==> src/design/ett_pkg.sv <==
`timescale 1ns / 1ps
`default_nettype none
// ett_pkg: shared widths, token and error codes, lexer modes and result types
// for the text tokenizer. No dependencies.
package ett_pkg;

    // Internal counter widths
    localparam int POSITION_WIDTH = 24;
    localparam int LINE_WIDTH     = 20;

    // Port field widths
    localparam int KIND_W       = 4;
    localparam int CODE_W       = 3;
    localparam int FIELD_W      = 24;
    localparam int LINE_FIELD_W = 20;

    localparam int POS_EXT_W  = (POSITION_WIDTH > FIELD_W) ? POSITION_WIDTH : FIELD_W;
    localparam int LINE_EXT_W = (LINE_WIDTH > LINE_FIELD_W) ? LINE_WIDTH : LINE_FIELD_W;

    // Result queue
    localparam int QUEUE_DEPTH = 4;
    localparam int QP_W        = $clog2(QUEUE_DEPTH);
    localparam int QCNT_W      = $clog2(QUEUE_DEPTH + 1);

    // Token kinds
    localparam logic [KIND_W-1:0] KIND_END      = 4'd0;
    localparam logic [KIND_W-1:0] KIND_TERMINAL = 4'd1;
    localparam logic [KIND_W-1:0] KIND_OPEN     = 4'd2;
    localparam logic [KIND_W-1:0] KIND_CLOSE    = 4'd3;
    localparam logic [KIND_W-1:0] KIND_ASSIGN   = 4'd4;
    localparam logic [KIND_W-1:0] KIND_COMMENT  = 4'd5;
    localparam logic [KIND_W-1:0] KIND_STRING   = 4'd6;
    localparam logic [KIND_W-1:0] KIND_NUMBER   = 4'd7;
    localparam logic [KIND_W-1:0] KIND_IDENT    = 4'd8;
    localparam logic [KIND_W-1:0] KIND_ERROR    = 4'd9;

    // Error codes
    localparam logic [CODE_W-1:0] ERR_NONE        = 3'd0;
    localparam logic [CODE_W-1:0] ERR_CR_NO_LF    = 3'd1;
    localparam logic [CODE_W-1:0] ERR_SLASH       = 3'd2;
    localparam logic [CODE_W-1:0] ERR_OPEN_STRING = 3'd3;
    localparam logic [CODE_W-1:0] ERR_TWO_DOTS    = 3'd4;
    localparam logic [CODE_W-1:0] ERR_BAD_CHAR    = 3'd5;
    localparam logic [CODE_W-1:0] ERR_BAD_BRACKET = 3'd6;

    typedef enum logic [3:0] {
        MODE_IDLE,
        MODE_AFTER_CR,
        MODE_SLASH,
        MODE_COMMENT,
        MODE_STRING,
        MODE_NUMBER,
        MODE_IDENT,
        MODE_BRK_OPEN,
        MODE_BRK_DIGITS,
        MODE_HALT
    } t_mode;

    typedef struct packed {
        logic [KIND_W-1:0]       kind;
        logic [CODE_W-1:0]       code;
        logic [FIELD_W-1:0]      start;
        logic [FIELD_W-1:0]      length;
        logic [LINE_FIELD_W-1:0] line;
        logic                    last;
    } t_token;

    // Results of one lexed byte, in order
    typedef struct packed {
        logic [1:0] count;
        t_token     first;
        t_token     second;
    } t_lex_out;

    function automatic logic [FIELD_W-1:0] sat_pos(input logic [POSITION_WIDTH-1:0] v);
        logic [POS_EXT_W-1:0] e;
        e = POS_EXT_W'(v);
        if (e > POS_EXT_W'({FIELD_W{1'b1}})) begin
            return '1;
        end
        return e[FIELD_W-1:0];
    endfunction

    function automatic logic [LINE_FIELD_W-1:0] sat_line(input logic [LINE_WIDTH-1:0] v);
        logic [LINE_EXT_W-1:0] e;
        e = LINE_EXT_W'(v);
        if (e > LINE_EXT_W'({LINE_FIELD_W{1'b1}})) begin
            return '1;
        end
        return e[LINE_FIELD_W-1:0];
    endfunction

endpackage
`default_nettype wire

==> src/design/ett_if.sv <==
`timescale 1ns / 1ps
`default_nettype none
// ett_in_if / ett_out_if: valid-ready channels for text bytes and tokens.
// Depends on ett_pkg.
interface ett_in_if;
    import ett_pkg::*;
    logic       valid;
    logic       ready;
    logic [7:0] text_byte;
    logic       restart;

    modport source (output valid, output text_byte, output restart, input ready);
    modport sink   (input valid, input text_byte, input restart, output ready);
endinterface

interface ett_out_if;
    import ett_pkg::*;
    logic                    valid;
    logic                    ready;
    logic [KIND_W-1:0]       token_kind;
    logic [CODE_W-1:0]       error_code;
    logic [FIELD_W-1:0]      token_start;
    logic [FIELD_W-1:0]      token_length;
    logic [LINE_FIELD_W-1:0] line_number;
    logic                    last_of_run;

    modport source (output valid, output token_kind, output error_code,
                    output token_start, output token_length, output line_number,
                    output last_of_run, input ready);
    modport sink   (input valid, input token_kind, input error_code,
                    input token_start, input token_length, input line_number,
                    input last_of_run, output ready);
endinterface
`default_nettype wire

==> src/design/ett_lex_core.sv <==
`timescale 1ns / 1ps
`default_nettype none
// ett_lex_core: lexer state registers and the one-byte lexing step.
// Depends on ett_pkg.
module ett_lex_core (
    input  wire logic             i_clk,
    input  wire logic             i_rst_n,
    input  wire logic             i_fire,
    input  wire logic [7:0]       i_byte,
    input  wire logic             i_restart,
    output ett_pkg::t_lex_out     o_lex
);
    import ett_pkg::*;

    localparam logic [7:0] CH_NUL   = 8'h00;
    localparam logic [7:0] CH_TAB   = 8'h09;
    localparam logic [7:0] CH_LF    = 8'h0A;
    localparam logic [7:0] CH_CR    = 8'h0D;
    localparam logic [7:0] CH_SPACE = 8'h20;
    localparam logic [7:0] CH_QUOTE = 8'h22;
    localparam logic [7:0] CH_PLUS  = 8'h2B;
    localparam logic [7:0] CH_MINUS = 8'h2D;
    localparam logic [7:0] CH_DOT   = 8'h2E;
    localparam logic [7:0] CH_SLASH = 8'h2F;
    localparam logic [7:0] CH_SEMI  = 8'h3B;
    localparam logic [7:0] CH_EQ    = 8'h3D;
    localparam logic [7:0] CH_UPR_E = 8'h45;
    localparam logic [7:0] CH_LBRK  = 8'h5B;
    localparam logic [7:0] CH_RBRK  = 8'h5D;
    localparam logic [7:0] CH_UNDER = 8'h5F;
    localparam logic [7:0] CH_LWR_E = 8'h65;
    localparam logic [7:0] CH_LBRC  = 8'h7B;
    localparam logic [7:0] CH_RBRC  = 8'h7D;

    t_mode                     r_mode, eff_mode, n_mode;
    logic                      r_dot, eff_dot, n_dot;
    logic [POSITION_WIDTH-1:0] r_start, eff_start, n_start;
    logic [POSITION_WIDTH-1:0] r_pos, eff_pos, pos_inc;
    logic [LINE_WIDTH-1:0]     r_line, eff_line, n_line;

    logic                      is_digit, is_letter, is_eol;
    logic                      relex, line_inc, active;
    logic                      p_emit, s_emit;
    logic [KIND_W-1:0]         p_kind, s_kind;
    logic [CODE_W-1:0]         p_code, s_code;
    logic [POSITION_WIDTH-1:0] p_start, p_len, s_len;
    logic [7:0]                lc;
    t_token                    tok_p, tok_s;

    // Restart takes effect before the byte
    assign eff_mode  = i_restart ? MODE_IDLE : r_mode;
    assign eff_dot   = i_restart ? 1'b0 : r_dot;
    assign eff_start = i_restart ? '0 : r_start;
    assign eff_pos   = i_restart ? '0 : r_pos;
    assign eff_line  = i_restart ? LINE_WIDTH'(1) : r_line;
    assign pos_inc   = (eff_pos == '1) ? eff_pos : eff_pos + POSITION_WIDTH'(1);
    assign active    = (eff_mode != MODE_HALT);

    assign lc        = i_byte | CH_SPACE;
    assign is_letter = (lc >= 8'h61) && (lc <= 8'h7A);
    assign is_digit  = (i_byte >= 8'h30) && (i_byte <= 8'h39);
    assign is_eol    = (i_byte == CH_LF) || (i_byte == CH_CR) || (i_byte == CH_NUL);

    always_comb begin
        n_mode   = eff_mode;
        n_dot    = eff_dot;
        n_start  = eff_start;
        line_inc = 1'b0;
        relex    = 1'b0;
        p_emit   = 1'b0;
        p_kind   = KIND_ERROR;
        p_code   = ERR_NONE;
        p_start  = eff_pos;
        p_len    = '0;
        s_emit   = 1'b0;
        s_kind   = KIND_END;
        s_code   = ERR_NONE;
        s_len    = '0;

        // Finish or extend the pending token
        case (eff_mode)
            MODE_AFTER_CR: begin
                if (i_byte == CH_LF) begin
                    line_inc = 1'b1;
                    n_mode   = MODE_IDLE;
                end else begin
                    p_emit = 1'b1;
                    p_code = ERR_CR_NO_LF;
                    n_mode = MODE_HALT;
                end
            end
            MODE_SLASH: begin
                if (i_byte == CH_SLASH) begin
                    n_mode = MODE_COMMENT;
                end else begin
                    p_emit = 1'b1;
                    p_code = ERR_SLASH;
                    n_mode = MODE_HALT;
                end
            end
            MODE_COMMENT: begin
                if (is_eol) begin
                    p_emit  = 1'b1;
                    p_kind  = KIND_COMMENT;
                    p_start = eff_start;
                    p_len   = eff_pos - eff_start;
                    n_mode  = MODE_IDLE;
                    relex   = 1'b1;
                end
            end
            MODE_STRING: begin
                if (i_byte == CH_QUOTE) begin
                    p_emit  = 1'b1;
                    p_kind  = KIND_STRING;
                    p_start = eff_start;
                    p_len   = pos_inc - eff_start;
                    n_mode  = MODE_IDLE;
                end else if (is_eol) begin
                    p_emit = 1'b1;
                    p_code = ERR_OPEN_STRING;
                    n_mode = MODE_HALT;
                end
            end
            MODE_NUMBER: begin
                if (i_byte == CH_DOT) begin
                    if (eff_dot) begin
                        p_emit = 1'b1;
                        p_code = ERR_TWO_DOTS;
                        n_mode = MODE_HALT;
                    end else begin
                        n_dot = 1'b1;
                    end
                end else if (!(is_digit || i_byte == CH_LWR_E || i_byte == CH_UPR_E ||
                               i_byte == CH_PLUS || i_byte == CH_MINUS)) begin
                    p_emit  = 1'b1;
                    p_kind  = KIND_NUMBER;
                    p_start = eff_start;
                    p_len   = eff_pos - eff_start;
                    n_mode  = MODE_IDLE;
                    relex   = 1'b1;
                end
            end
            MODE_IDENT: begin
                if (i_byte == CH_LBRK) begin
                    n_mode = MODE_BRK_OPEN;
                end else if (!(is_letter || is_digit || i_byte == CH_UNDER)) begin
                    p_emit  = 1'b1;
                    p_kind  = KIND_IDENT;
                    p_start = eff_start;
                    p_len   = eff_pos - eff_start;
                    n_mode  = MODE_IDLE;
                    relex   = 1'b1;
                end
            end
            MODE_BRK_OPEN: begin
                if (is_digit) begin
                    n_mode = MODE_BRK_DIGITS;
                end else begin
                    p_emit = 1'b1;
                    p_code = ERR_BAD_BRACKET;
                    n_mode = MODE_HALT;
                end
            end
            MODE_BRK_DIGITS: begin
                if (i_byte == CH_RBRK) begin
                    p_emit  = 1'b1;
                    p_kind  = KIND_IDENT;
                    p_start = eff_start;
                    p_len   = pos_inc - eff_start;
                    n_mode  = MODE_IDLE;
                end else if (!is_digit) begin
                    p_emit = 1'b1;
                    p_code = ERR_BAD_BRACKET;
                    n_mode = MODE_HALT;
                end
            end
            MODE_HALT: begin
                n_mode = MODE_HALT;
            end
            default: begin
                n_mode = MODE_IDLE;
                relex  = 1'b1;
            end
        endcase

        // Lex the byte itself from the idle mode
        if (relex) begin
            case (i_byte)
                CH_CR:    n_mode = MODE_AFTER_CR;
                CH_LF:    line_inc = 1'b1;
                CH_SPACE: n_mode = MODE_IDLE;
                CH_TAB:   n_mode = MODE_IDLE;
                CH_NUL: begin
                    s_emit = 1'b1;
                    s_kind = KIND_END;
                    n_mode = MODE_HALT;
                end
                CH_SEMI: begin
                    s_emit = 1'b1;
                    s_kind = KIND_TERMINAL;
                    s_len  = POSITION_WIDTH'(1);
                end
                CH_LBRC: begin
                    s_emit = 1'b1;
                    s_kind = KIND_OPEN;
                    s_len  = POSITION_WIDTH'(1);
                end
                CH_RBRC: begin
                    s_emit = 1'b1;
                    s_kind = KIND_CLOSE;
                    s_len  = POSITION_WIDTH'(1);
                end
                CH_EQ: begin
                    s_emit = 1'b1;
                    s_kind = KIND_ASSIGN;
                    s_len  = POSITION_WIDTH'(1);
                end
                CH_SLASH: begin
                    n_start = eff_pos;
                    n_mode  = MODE_SLASH;
                end
                CH_QUOTE: begin
                    n_start = eff_pos;
                    n_mode  = MODE_STRING;
                end
                default: begin
                    if (i_byte == CH_MINUS || is_digit) begin
                        n_start = eff_pos;
                        n_dot   = 1'b0;
                        n_mode  = MODE_NUMBER;
                    end else if (is_letter || i_byte == CH_UNDER) begin
                        n_start = eff_pos;
                        n_mode  = MODE_IDENT;
                    end else begin
                        s_emit = 1'b1;
                        s_kind = KIND_ERROR;
                        s_code = ERR_BAD_CHAR;
                        n_mode = MODE_HALT;
                    end
                end
            endcase
        end

        n_line = (line_inc && eff_line != '1) ? eff_line + LINE_WIDTH'(1) : eff_line;
    end

    always_comb begin
        tok_p.kind   = p_kind;
        tok_p.code   = p_code;
        tok_p.start  = sat_pos(p_start);
        tok_p.length = sat_pos(p_len);
        tok_p.line   = sat_line(eff_line);
        tok_p.last   = !s_emit;

        tok_s.kind   = s_kind;
        tok_s.code   = s_code;
        tok_s.start  = sat_pos(eff_pos);
        tok_s.length = sat_pos(s_len);
        tok_s.line   = sat_line(eff_line);
        tok_s.last   = 1'b1;

        o_lex.first  = p_emit ? tok_p : tok_s;
        o_lex.second = tok_s;
        o_lex.count  = (i_fire && active) ? (2'(p_emit) + 2'(s_emit)) : 2'd0;
    end

    always_ff @(posedge i_clk) begin
        if (!i_rst_n) begin
            r_mode  <= MODE_IDLE;
            r_dot   <= 1'b0;
            r_start <= '0;
            r_pos   <= '0;
            r_line  <= LINE_WIDTH'(1);
        end else if (i_fire && active) begin
            r_mode  <= n_mode;
            r_dot   <= n_dot;
            r_start <= n_start;
            r_pos   <= pos_inc;
            r_line  <= n_line;
        end
    end

`ifndef NO_ASSERTIONS
    a_line_nonzero: assert property (@(posedge i_clk) disable iff (!i_rst_n)
        r_line != '0)
        else $error("line count reached zero");

    a_start_le_pos: assert property (@(posedge i_clk) disable iff (!i_rst_n)
        r_start <= r_pos)
        else $error("token start beyond byte position");

    a_halt_silent: assert property (@(posedge i_clk) disable iff (!i_rst_n)
        (i_fire && r_mode == MODE_HALT && !i_restart) |-> (o_lex.count == 2'd0))
        else $error("result while halted");

    a_pair_closes_pending: assert property (@(posedge i_clk) disable iff (!i_rst_n)
        (o_lex.count == 2'd2) |-> (o_lex.first.kind == KIND_NUMBER ||
                                   o_lex.first.kind == KIND_IDENT ||
                                   o_lex.first.kind == KIND_COMMENT))
        else $error("two results without a closed pending token");
`endif
endmodule
`default_nettype wire

==> src/design/ett_out_queue.sv <==
`timescale 1ns / 1ps
`default_nettype none
// ett_out_queue: small result queue that takes up to two tokens per cycle
// and delivers one per transaction. Depends on ett_pkg and ett_out_if.
module ett_out_queue (
    input  wire logic              i_clk,
    input  wire logic              i_rst_n,
    input  wire ett_pkg::t_lex_out i_lex,
    output logic                   o_room,
    ett_out_if.source              o_out
);
    import ett_pkg::*;

    t_token              r_mem [QUEUE_DEPTH];
    logic [QP_W-1:0]     r_wr_ptr, r_rd_ptr;
    logic [QCNT_W-1:0]   r_count;
    logic                pop;
    t_token              head;

    assign pop    = o_out.valid && o_out.ready;
    assign o_room = (r_count <= QCNT_W'(QUEUE_DEPTH - 2));
    assign head   = r_mem[r_rd_ptr];

    assign o_out.valid        = (r_count != '0);
    assign o_out.token_kind   = head.kind;
    assign o_out.error_code   = head.code;
    assign o_out.token_start  = head.start;
    assign o_out.token_length = head.length;
    assign o_out.line_number  = head.line;
    assign o_out.last_of_run  = head.last;

    always_ff @(posedge i_clk) begin
        if (i_lex.count != 2'd0) begin
            r_mem[r_wr_ptr] <= i_lex.first;
        end
        if (i_lex.count == 2'd2) begin
            r_mem[r_wr_ptr + QP_W'(1)] <= i_lex.second;
        end
    end

    always_ff @(posedge i_clk) begin
        if (!i_rst_n) begin
            r_wr_ptr <= '0;
            r_rd_ptr <= '0;
            r_count  <= '0;
        end else begin
            r_wr_ptr <= r_wr_ptr + QP_W'(i_lex.count);
            r_rd_ptr <= r_rd_ptr + QP_W'(pop);
            r_count  <= r_count + QCNT_W'(i_lex.count) - QCNT_W'(pop);
        end
    end

`ifndef NO_ASSERTIONS
    a_no_overflow: assert property (@(posedge i_clk) disable iff (!i_rst_n)
        (i_lex.count != 2'd0) |-> o_room)
        else $error("push into full queue");

    a_count_bound: assert property (@(posedge i_clk) disable iff (!i_rst_n)
        r_count <= QCNT_W'(QUEUE_DEPTH))
        else $error("queue count out of range");

    a_count_track: assert property (@(posedge i_clk) disable iff (!i_rst_n)
        (i_lex.count == 2'd0 && !pop) |=> (r_count == $past(r_count)))
        else $error("queue count moved without traffic");
`endif
endmodule
`default_nettype wire

==> src/design/entity_text_tokenizer.sv <==
`timescale 1ns / 1ps
`default_nettype none
// entity_text_tokenizer: streaming text tokenizer top level.
// Depends on ett_pkg, ett_if, ett_lex_core and ett_out_queue.
//
//   channel  | dir | payload                                           | results
//   ---------+-----+---------------------------------------------------+--------
//   i_in     | in  | text_byte, restart                                | -
//   o_out    | out | token_kind, error_code, token_start, token_length,| 0..2
//            |     | line_number, last_of_run                          | / byte
//
// One text byte is lexed per cycle while the queue has room. A taken byte is
// held in the input register until it is lexed, and its results are written
// into the queue, from which they can leave. Each byte leaves zero, one or
// two results; the output port moves one per transaction, so bytes that close
// a pending token and are themselves a token need two output transactions.
// The input holds off only when the four-entry result queue lacks room for
// two more tokens. Reset is synchronous, active low: it empties the queue and
// the input register and puts the lexer to idle at offset zero on line one.
module entity_text_tokenizer (
    input  wire logic i_clk,
    input  wire logic i_rst_n,
    ett_in_if.sink    i_in,
    ett_out_if.source o_out
);
    import ett_pkg::*;

    logic       r_in_valid;
    logic [7:0] r_byte;
    logic       r_restart;
    logic       fire;
    logic       room;
    t_lex_out   lex;

    // Lex the registered byte once the queue can hold both possible results
    assign fire       = r_in_valid && room;
    assign i_in.ready = !r_in_valid || fire;

    // Input register: refill in the same cycle the held byte is consumed
    always_ff @(posedge i_clk) begin
        if (!i_rst_n) begin
            r_in_valid <= 1'b0;
        end else if (i_in.valid && i_in.ready) begin
            r_in_valid <= 1'b1;
        end else if (fire) begin
            r_in_valid <= 1'b0;
        end
    end

    // Payload needs no reset; load on every accepted transaction
    always_ff @(posedge i_clk) begin
        if (i_in.valid && i_in.ready) begin
            r_byte    <= i_in.text_byte;
            r_restart <= i_in.restart;
        end
    end

    ett_lex_core u_core (
        .i_clk     (i_clk),
        .i_rst_n   (i_rst_n),
        .i_fire    (fire),
        .i_byte    (r_byte),
        .i_restart (r_restart),
        .o_lex     (lex)
    );

    ett_out_queue u_queue (
        .i_clk   (i_clk),
        .i_rst_n (i_rst_n),
        .i_lex   (lex),
        .o_room  (room),
        .o_out   (o_out)
    );

`ifndef NO_ASSERTIONS
    a_fire_needs_byte: assert property (@(posedge i_clk) disable iff (!i_rst_n)
        fire |-> r_in_valid)
        else $error("lex step without a held byte");

    a_hold_when_full: assert property (@(posedge i_clk) disable iff (!i_rst_n)
        (r_in_valid && !room) |-> !i_in.ready)
        else $error("input taken while queue is full");

    a_byte_kept: assert property (@(posedge i_clk) disable iff (!i_rst_n)
        ($past(r_in_valid) && !$past(fire)) |-> ($stable(r_byte) && r_in_valid))
        else $error("held byte lost before lexing");
`endif
endmodule
`default_nettype wire
==> src/flat_wrapper.sv <==
// flat-port wrapper written by rule: the top's interface ports become plain ports
module entity_text_tokenizer_flat import ett_pkg::*;
  (i_clk, i_rst_n, i_in_valid, i_in_text_byte, i_in_restart, i_in_ready, o_out_valid, o_out_token_kind, o_out_error_code, o_out_token_start, o_out_token_length, o_out_line_number, o_out_last_of_run, o_out_ready);
  ett_in_if i_in_i ();
  ett_out_if o_out_i ();
  input  wire logic i_clk;
  input  wire logic i_rst_n;
  input wire logic [$bits(i_in_i.valid)-1:0] i_in_valid;
  input wire logic [$bits(i_in_i.text_byte)-1:0] i_in_text_byte;
  input wire logic [$bits(i_in_i.restart)-1:0] i_in_restart;
  output wire logic [$bits(i_in_i.ready)-1:0] i_in_ready;
  output wire logic [$bits(o_out_i.valid)-1:0] o_out_valid;
  output wire logic [$bits(o_out_i.token_kind)-1:0] o_out_token_kind;
  output wire logic [$bits(o_out_i.error_code)-1:0] o_out_error_code;
  output wire logic [$bits(o_out_i.token_start)-1:0] o_out_token_start;
  output wire logic [$bits(o_out_i.token_length)-1:0] o_out_token_length;
  output wire logic [$bits(o_out_i.line_number)-1:0] o_out_line_number;
  output wire logic [$bits(o_out_i.last_of_run)-1:0] o_out_last_of_run;
  input wire logic [$bits(o_out_i.ready)-1:0] o_out_ready;
  assign i_in_i.valid = i_in_valid;
  assign i_in_i.text_byte = i_in_text_byte;
  assign i_in_i.restart = i_in_restart;
  assign i_in_ready = i_in_i.ready;
  assign o_out_valid = o_out_i.valid;
  assign o_out_token_kind = o_out_i.token_kind;
  assign o_out_error_code = o_out_i.error_code;
  assign o_out_token_start = o_out_i.token_start;
  assign o_out_token_length = o_out_i.token_length;
  assign o_out_line_number = o_out_i.line_number;
  assign o_out_last_of_run = o_out_i.last_of_run;
  assign o_out_i.ready = o_out_ready;
  entity_text_tokenizer u_core (.i_clk(i_clk), .i_rst_n(i_rst_n), .i_in(i_in_i), .o_out(o_out_i));
endmodule
==> config.mk <==
export PLATFORM = sky130hd
export DESIGN_NAME = entity_text_tokenizer_flat
export DESIGN_NICKNAME = d
export VERILOG_FILES = /design/src/design/ett_pkg.sv /design/src/design/ett_if.sv /design/src/design/ett_lex_core.sv /design/src/design/ett_out_queue.sv /design/src/design/entity_text_tokenizer.sv /design/src/flat_wrapper.sv
export SDC_FILE = /design/constraint.sdc
export NUM_CORES = 1
export LEC_CHECK = 0
export BUFFER_PORTS_ARGS = -buffer_cell sky130_fd_sc_hd__buf_2
export CORE_MARGIN = 1
export CORE_UTILIZATION = 45
export CTS_CLUSTER_DIAMETER = 50
export DETAILED_ROUTE_END_ITERATION = 10
export PLACE_DENSITY = 0.69
export SETUP_SLACK_MARGIN = 0.4
export SLEW_MARGIN = 20
export SYNTH_ARGS = -nofsm -noshare
export SYNTH_HDL_FRONTEND = slang
export SYNTH_SLANG_ARGS = --single-unit
==> constraint.sdc <==
create_clock -name i_clk -period 12.5 [get_ports i_clk]
set_clock_uncertainty 0.15 [all_clocks]
set_input_delay 2.5 -clock i_clk [delete_from_list [all_inputs] [get_ports i_clk]]
set_output_delay 2.5 -clock i_clk [all_outputs]
set_load 0.01 [all_outputs]
### Yosys cells after proc, flatten, opt, wreduce, memory -nomap -nowiden

Memories as Yosys holds them, arrays and structs flattened. A register that Yosys moved wholly into a read port is not among the register bits.
Index checks and enable logic that the tools add are counted.

| operators by class | value |
|---|---|
| multiplexer cells | 123 |
| add/subtract/negate cells | 10 |
| magnitude comparators | 10 |
| equal/unequal tests | 31 |
| reduce and logical (&&, ||, !) cells | 34 |

Operators by type and width:

| kind | number |
|---|---|
| 24-bit 2-to-1 mux | 28 |
| 24-bit case mux with 5 select lines | 2 |
| 24-bit > comparator (second input constant) | 4 |
| 4-bit 2-to-1 mux | 23 |
| 20-bit 2-to-1 mux | 4 |
| 76-bit 2-to-1 mux | 1 |
| 8-bit by 6-bit equality test with 1-bit output (second input constant) | 8 |
| 8-bit by 7-bit equality test with 1-bit output (second input constant) | 7 |
| 24-bit case mux with 2 select lines | 1 |
| 24-bit subtractor | 2 |
| 1-bit 2-to-1 mux | 43 |
| 4-bit case mux with 5 select lines | 2 |
| 4-bit case mux with 9 select lines | 1 |
| 24-bit by 1-bit adder with 24-bit output (second input constant) | 1 |
| 24-bit equality test (second input constant) | 1 |
| 8-bit by 4-bit equality test with 1-bit output (second input constant) | 3 |
| 3-bit 2-to-1 mux | 8 |
| 4-bit case mux with 6 select lines | 1 |
| 20-bit by 1-bit adder with 20-bit output (second input constant) | 1 |
| 20-bit > comparator (second input constant) | 1 |
| 20-bit != test (second input constant) | 1 |
| 3-bit case mux with 6 select lines | 1 |
| 4-bit by 3-bit equality test with 1-bit output (second input constant) | 4 |
| 6-bit OR reduction | 2 |
| other kinds (32) | 58 |

| word-level totals | value |
|---|---|
| memories | 1 |
| register bits after elaboration | 90 |
| word-level logic and storage cells | 220 |
| output and inout bits | 78 |
| RAM bits | 304 |

Memory list:

| name | depth | width | rd ports | clocked after memory_dff | write ports | RTL line | text |
|---|---|---|---|---|---|---|---|
| u_core.u_queue.r_mem | 4 | 76 | 1 | 1 | 2 | ett_out_queue.sv:14 | `t_token r_mem [QUEUE_DEPTH];` |

### Longest topological paths before layout

Gate-level depths: netlist of run 1.

| logic depth | value |
|---|---|
| word-level depth | 15 |
| mapped depth | 30 |

### Cells and area by module

A second synthesis of run 1 with hierarchy kept.

| unflattened totals | value |
|---|---|
| cells, all modules | 2048 |
| area total of the unflattened synthesis | 24368.4 µm² |

By module, submodules not included:

| module | area an instance (µm²) | sequential area each (µm²) | times used | cells each |
|---|---|---|---|---|
| ett_out_queue | 15210.8 | 9268.9 | 1 | 781 |
| ett_lex_core | 8822.2 | 1461.4 | 1 | 1252 |
| entity_text_tokenizer | 335.3 | 290.3 | 1 | 15 |

### Worst setup path after synthesis of run 1

Ideal clock, no wire load.

| timing path | value |
|---|---|
| kind | reg2reg |
| from | register u_core.r_byte[6] |
| to | memory u_core.u_queue.r_mem[0][10] in the netlist's numbering, enable pin |
| stages on the path, launching flop included | 17 |
| period minus slack after synthesis | 6028 ps |
| slack | 6472 ps |
| data required time | 11945 ps |
| data arrival time | 5473 ps |
| path through | edfxtp_1 > buf_6 > or4b_4 > or3_1 > a21o_1 > and4b_1 > or3_1 > buf_2 > nor4_2 > nor4b_1 > ha_1 > o21ai_0 > nor3_1 > nor2_1 > clkbuf_1 > buf_1 > inv_1 |

RTL lines:

| item | RTL line | text |
|---|---|---|
| start: declaration | entity_text_tokenizer.sv:29 | `logic [7:0] r_byte;` |
| start signal: assignment | entity_text_tokenizer.sv:53 | `r_byte <= i_in.text_byte;` |
| end: declaration | ett_out_queue.sv:14 |  |

==> results of run 1 <==
==> metrics by stage <==
| stage | util, % | instances | instance area, um^2 |
|---|---|---|---|
| after global routing | 51.1 | 2730 | 23300 |
| after global placement | 47.9 | 2648 | 21900 |
| after detailed placement | 47.9 | 2648 | 21900 |
| after floorplan | - | 2073 | 21000 |
| after CTS | 51.0 | 2730 | 23300 |
| final | 51.1 | 2730 | 23300 |
==> critical path, cell delays in order, from the launching register on <==
cell and delay, ns:
edfxtp_1 0.67, buf_4 0.44, nor3_1 0.40, nand3_1 0.20, a2111oi_0 0.54, buf_4 0.24
or3_1 0.72, nor4_2 0.19, nor4b_1 0.59, ha_1 0.33, o21ai_0 0.20, nor2_1 0.67
nor2_2 0.12, inv_2 0.37, buf_4 0.63
==> power by group through the flow <==
| stage | logic, W | clock network, W | registers, W |
|---|---|---|---|
| floorplan | 0.000851 | 0 | 0.00151 |
| global placement | 0.00111 | 0 | 0.00157 |
| detailed placement | 0.00112 | 0 | 0.00157 |
| CTS | 0.00112 | 0.00128 | 0.00155 |
| global route | 0.00122 | 0.00133 | 0.00156 |
| finish | 0.00113 | 0.00127 | 0.00155 |
==> cell type report <==
cell class | instances | area [um^2] | share of cell area [%]
tap | 600 | 751 | 3.22
sequential | 394 | 10000 | 43.0
timing repair buffer | 114 | 631 | 2.70
inverter | 66 | 248 | 1.06
clock buffer | 62 | 1220 | 5.24
clock inverter | 20 | 211 | 0.906
multi-input combinational | 1474 | 10200 | 43.9
==> layer usage <==
metal  wire [um]  global-route usage, %  vias up
li1            -                      -     7754
met3        4570                   3.25      115
met4        2230                   10.9        0
met5           0                      0        -
met1       26200                   35.3     8436
met2       30300                   43.8      785
==> kinds of logic (layout without fill, tap and decap cells) <==
kind of cell | after synthesis | count (layout) | synth area share (%)
DFF | 394 | 394 | 47.7
buffers and inverters | 205 | 262 | 3.87
xor gates and xnor gates | 85 | 85 | 3.55
muxes | 83 | 83 | 8.50
and+or+nand+nor | 724 | 724 | 16.6
adders and majority gates | 58 | 58 | 3.56
AOI/OAI and AO/OA | 524 | 524 | 16.2
==> Yosys cell counts, types with 6 or more instances <==
master / n
inv_1: 64
o21a_1: 8
dfxtp_1: 181
mux4_2: 76
nand2b_1: 71
or3_1: 12
a21o_1: 26
and2_1: 8
a211oi_1: 16
and3_1: 13
o21ai_0: 140
nand4_1: 13
ha_1: 55
nand3_1: 61
xnor2_1: 70
nor2b_1: 28
a22oi_1: 33
a21oi_1: 60
clkbuf_1: 119
o21ai_1: 7
a32oi_1: 7
o22ai_1: 104
xor2_1: 15
buf_1: 10
or2_2: 6
nor3_1: 63
edfxtp_1: 213
nor4_1: 10
a31oi_1: 13
or4_1: 7
a221oi_1: 22
nand2_1: 152
nor2_1: 250
a22o_1: 57
==> registers in the layout (all words and copies together), names as in the netlist, 3 cells and up <==
signal	cells
u_core.r_byte	8
u_core.u_core.r_line	20
u_core.u_core.r_mode	4
u_core.u_core.r_pos	24
u_core.u_core.r_start	24
u_core.u_queue.r_count	3
u_core.u_queue.r_mem	304
==> final timing paths <==
path                                from                          end  slack [ns]  depth (start not counted)
max                     u_core.r_restart  u_core.u_queue.r_mem[1][50]        5.56                         14
min          u_core.u_queue.r_mem[0][28]  u_core.u_queue.r_mem[0][28]        0.31                          2
max reg2reg             u_core.r_restart  u_core.u_queue.r_mem[1][50]        5.56                         14
min reg2reg  u_core.u_queue.r_mem[0][28]  u_core.u_queue.r_mem[0][28]        0.31                          2
==> impl_metrics.ini, run 1 <==
[detailed_routing]
firstDrtPassIters = 5
drt_iter0_markers = 1885
wirelength_mm = 63.2
wl_per_cell_um = 23.2
drc = 0
viasPerCell = 6.26
vias = 17100
drtAntennaViolNets = 0

[cts]
cts-resized-gates = 0
cts_hold_buf = 0
clk_latency_ns = 0.60
cts_tree = yes
htreeDepth = 2
cts-buffers-inserted = 44
postCtsSetupRepairBufs = 0
clk_pin_slew_worst_paths_ns = 0.06
clockRootBuffer = clkbuf_16
clockBufferDepth = 3
cts_sinks = 394

[placement]
hpwl_mm = 42.8
io_buffers = 90
dp_slack_ns = 5.56
routabilityCongestion = 0.951

[timing]
timing.setup.tns_ns = 0
finalHoldViolations = 0
min_period_over_period_pct = 55.5
fmax_mhz = 144
worst_pin_slew_ns = 1.09
setup_ws_ns = 5.56
setup_viol = 0
rsz0062_at_grt = no
slew_violations = 0
fin_hold_ws_ns = 0.306
period_needed_ns = 6.94
maxSlewHeadroom_pct = 27.2

[run]
cap_violations = 0

[floorplan]
die_w_um = 218
row_count = 78
die_h_um = 218
io_pins = 91
start_util_pct = 46.0
core_area_um2 = 45700
dieArea_um2 = 47500

[critical_path]
path_max_fanout = 60
critPathKind = reg2reg
start_kind = register
crit_path_end_kind = register
critPathArrivalTime_ns = 7.01
worstPathRequired_ns = 12.57

[worst_hold_path]
hp-class = reg2reg

[global_route]
overflow = 0
antenna_found_initial = 0
grt_max_degree = 61
grt_pass1_vias = 16700
grt_util_all_layers_pct = 26.5
grt_first_pass_wirelength_mm = 97.2

[yosys]
synth_area_leaders = edfxtp_1 (30%), dfxtp_1 (17%), mux4_2 (8.2%), nor2_1 (4.5%), o21ai_0 (3.3%)
avgSynthCellArea_um2 = 10.1
ys_types = 73
synth_edf_count = 213
yosysSeqAreaShare_pct = 47.7
yosys.area.top_type = edfxtp_1
yosys.area.top_type_share_pct = 30.5
synthFlopType = edfxtp_1
ys_warn_count = 0
synth_area_um2 = 21000
async_reset_ff_share_pct = 0
synth_seq_cells = 394
syn-num-nets = 2144
synth_cells = 2073

[final_layout]
finalNetCount = 2165
final_common_cell = nor2_1
area_delta_synth_final_pct = 11.1
diodes = 0
layout_common_cells = nor2_1 (246), edfxtp_1 (213), dfxtp_1 (179)
nFillCells = 4050
drive_gt1_share_pct = 13.8

[pwr]
p_seq_share_pct = 39.2
switching_share_pct = 33.3
intPower_w = 0.00264
power.density_nw_per_um2 = 169
p_switching_w = 0.00132
leakage_nw = 8.05
ir_worst_vdd_mv = 0.102
comb_power_share_pct = 28.6
total_power_w = 0.00396
clkPwrFrac_pct = 32.2

[status]
status = finished clean
Power figures use the tool's default switching activity.
==> inputs of run 2 (changes only) <==
- clock period: 12.5 -> 6.88 ns (I/O delays scaled with it)
==> run 2 against run 1 <==
  * Setup slack lost 4.5 ns
  * Utilization grew 0.51 points
  * Critical path depth grew 4
  * Combinational power grew 80%
  * Register-to-register slack lost 4.5 ns
  * Largest power group unchanged
==> impl_metrics.ini, run 2 (synthesis gave the netlist of run 1 again) <==
[status]
status = finished clean

[worst_hold_path]
whs_path_depth = 2
hp-class = reg2reg
worstHoldStart = u_core.u_queue.r_mem[1][28]
hold_end = u_core.u_queue.r_mem[1][28]

[placement]
routabilityCongestion = 0.966
io_buffers = 90
hpwl_mm = 43.0
dp_cells = 2661

[cts]
cts-buffers-inserted = 47
postCtsSetupRepairBufs = 0
cts_sinks = 394
cts_tree = yes
htreeDepth = 2
clockBufferDepth = 3
clk_latency_ns = 0.59
clk_pin_slew_worst_paths_ns = 0.06
clockRootBuffer = clkbuf_16
cts-resized-gates = 0
cts_hold_buf = 0

[timing]
maxSlewHeadroom_pct = 29.4
rsz0062_at_grt = no
setup_viol = 0
worst_pin_slew_ns = 1.06
period_needed_ns = 5.79
min_period_over_period_pct = 84.2
timing.setup.tns_ns = 0
fmax_mhz = 173
slew_violations = 0
finalHoldViolations = 0

[final_layout]
drive_gt1_share_pct = 14.3
area_delta_synth_final_pct = 12.3
final_common_cell = nor2_1
finalNonFillerCells = 2749
diodes = 0
finalNetCount = 2181
nFillCells = 4077
top_register = u_core.u_queue.r_mem
largest_reg_flops = 304
top_regs = u_core.u_queue.r_mem: 304 flops, u_core.u_core.r_pos: 24 flops, u_core.u_core.r_start: 24 flops
layout_common_cells = nor2_1 (245), edfxtp_1 (213), dfxtp_1 (179)

[global_route]
antenna_found_initial = 0
overflow = 0
grt_pass1_vias = 16800
grt_max_degree = 68
grt_util_all_layers_pct = 26.3
grt_first_pass_wirelength_mm = 96.9

[floorplan]
row_count = 78
die_w_um = 218
io_pins = 91
core_area_um2 = 45700
dieArea_um2 = 47500
die_h_um = 218
start_util_pct = 46.0

[pwr]
leakage_nw = 8.21
total_power_w = 0.00734
ir_worst_vdd_mv = 0.209
power.density_nw_per_um2 = 311

[critical_path]
reg2reg_from = u_core.r_restart
worstPathRequired_ns = 7.18
crit_path_end_kind = register
critPathArrivalTime_ns = 6.10
startpoint = u_core.r_restart
critPathKind = reg2reg
path_max_fanout = 46
r2r_setup_slack_ns = 1.09
reg2regPathDepth = 18
start_kind = register
reg2reg_to = u_core.u_queue.r_mem[3][44]

[detailed_routing]
drc = 0
wirelength_mm = 62.5
wl_per_cell_um = 22.7
firstDrtPassIters = 5
wl_met2_mm = 29.2
viasPerCell = 6.22
drtAntennaViolNets = 0
drt_iter0_markers = 1674
route.met3.wl_mm = 4.61
vias = 17100
highest_layer = met4
drt-met1-wl_mm = 26.1

[run]
cap_violations = 0
## run 2: changes by cell type in the layout (fill, tap and decap cells not counted), moves of 3 or more
cell / change
buf_12: +3
buf_4: +10
clkinv_4: +6
clkinvlp_4: +3
a21oi_1: +4
a21oi_4: -3
clkbuf_16: +4
clkinv_2: -8
## run 2: area by class of cell
| class | count | area [um^2] | share of cell area, % |
|---|---|---|---|
| Clock buffer | 62 | 1280 | 5.45 |
| Clock inverter | 26 | 293 | 1.24 |
| Inverter | 66 | 248 | 1.05 |
| Multi-Input combinational cell | 1474 | 10200 | 43.3 |
| Sequential cell | 394 | 10000 | 42.5 |
| Tap cell | 600 | 751 | 3.18 |
| Timing Repair Buffer | 127 | 766 | 3.25 |
## run 2: worst max path at each step
stage | slack (ns) | endpoint | cells past startpoint
2_1_floorplan | 0.85 | u_core.u_queue.r_mem[0][10] | 16
3_3_place_gp | 1.25 | u_core.u_queue.r_mem[0][44] | 19
3_5_place_dp | 1.06 | u_core.u_queue.r_mem[3][44] | 19
4_1_cts | 1.03 | u_core.u_queue.r_mem[3][44] | 19
5_1_grt | 0.59 | u_core.u_queue.r_mem[3][44] | 19
6_report | 1.09 | u_core.u_queue.r_mem[3][44] | 18
## run 2: worst max-delay path, cell delays in order (launching register included)
cell	delay [ns]
edfxtp_1	0.42
buf_4	0.27
nand4b_1	0.37
nor4_1	0.40
nand2_1	0.15
nor2_2	0.38
mux2_2	0.43
ha_1	0.27
nor2b_1	0.17
o2111ai_1	0.21
a211oi_1	0.30
mux2i_1	0.17
a211oi_1	0.37
o21ai_1	0.15
a41oi_1	0.47
a211oi_1	0.18
xnor2_1	0.16
a211oi_1	0.46
o21ai_0	0.14
## run 2: metal layers
layer | GRT usage, % | up-vias
met5 | 0 | -
met4 | 11.9 | 0
met3 | 4.21 | 130
met2 | 42.4 | 743
met1 | 34.8 | 8398
li1 | - | 7817
## run 2: power breakdown
group,switching [W],internal (W)
Sequential,0.000203,0.00263
Combinational,0.00116,0.000863
Clock,0.00105,0.00142
## run 2: through the flow
stage | setup WS, ns | instance area, um^2 | hold WS (ns) | utilization (%)
after floorplan | 0.852 | 21000 | 0.270 | -
after global placement | 1.25 | 22000 | 0.280 | 48.2
after detailed placement | 1.06 | 22000 | 0.290 | 48.2
after CTS | 1.03 | 23600 | 0.304 | 51.6
after global routing | 0.590 | 23600 | 0.318 | 51.6
final | 1.09 | 23600 | 0.301 | 51.6
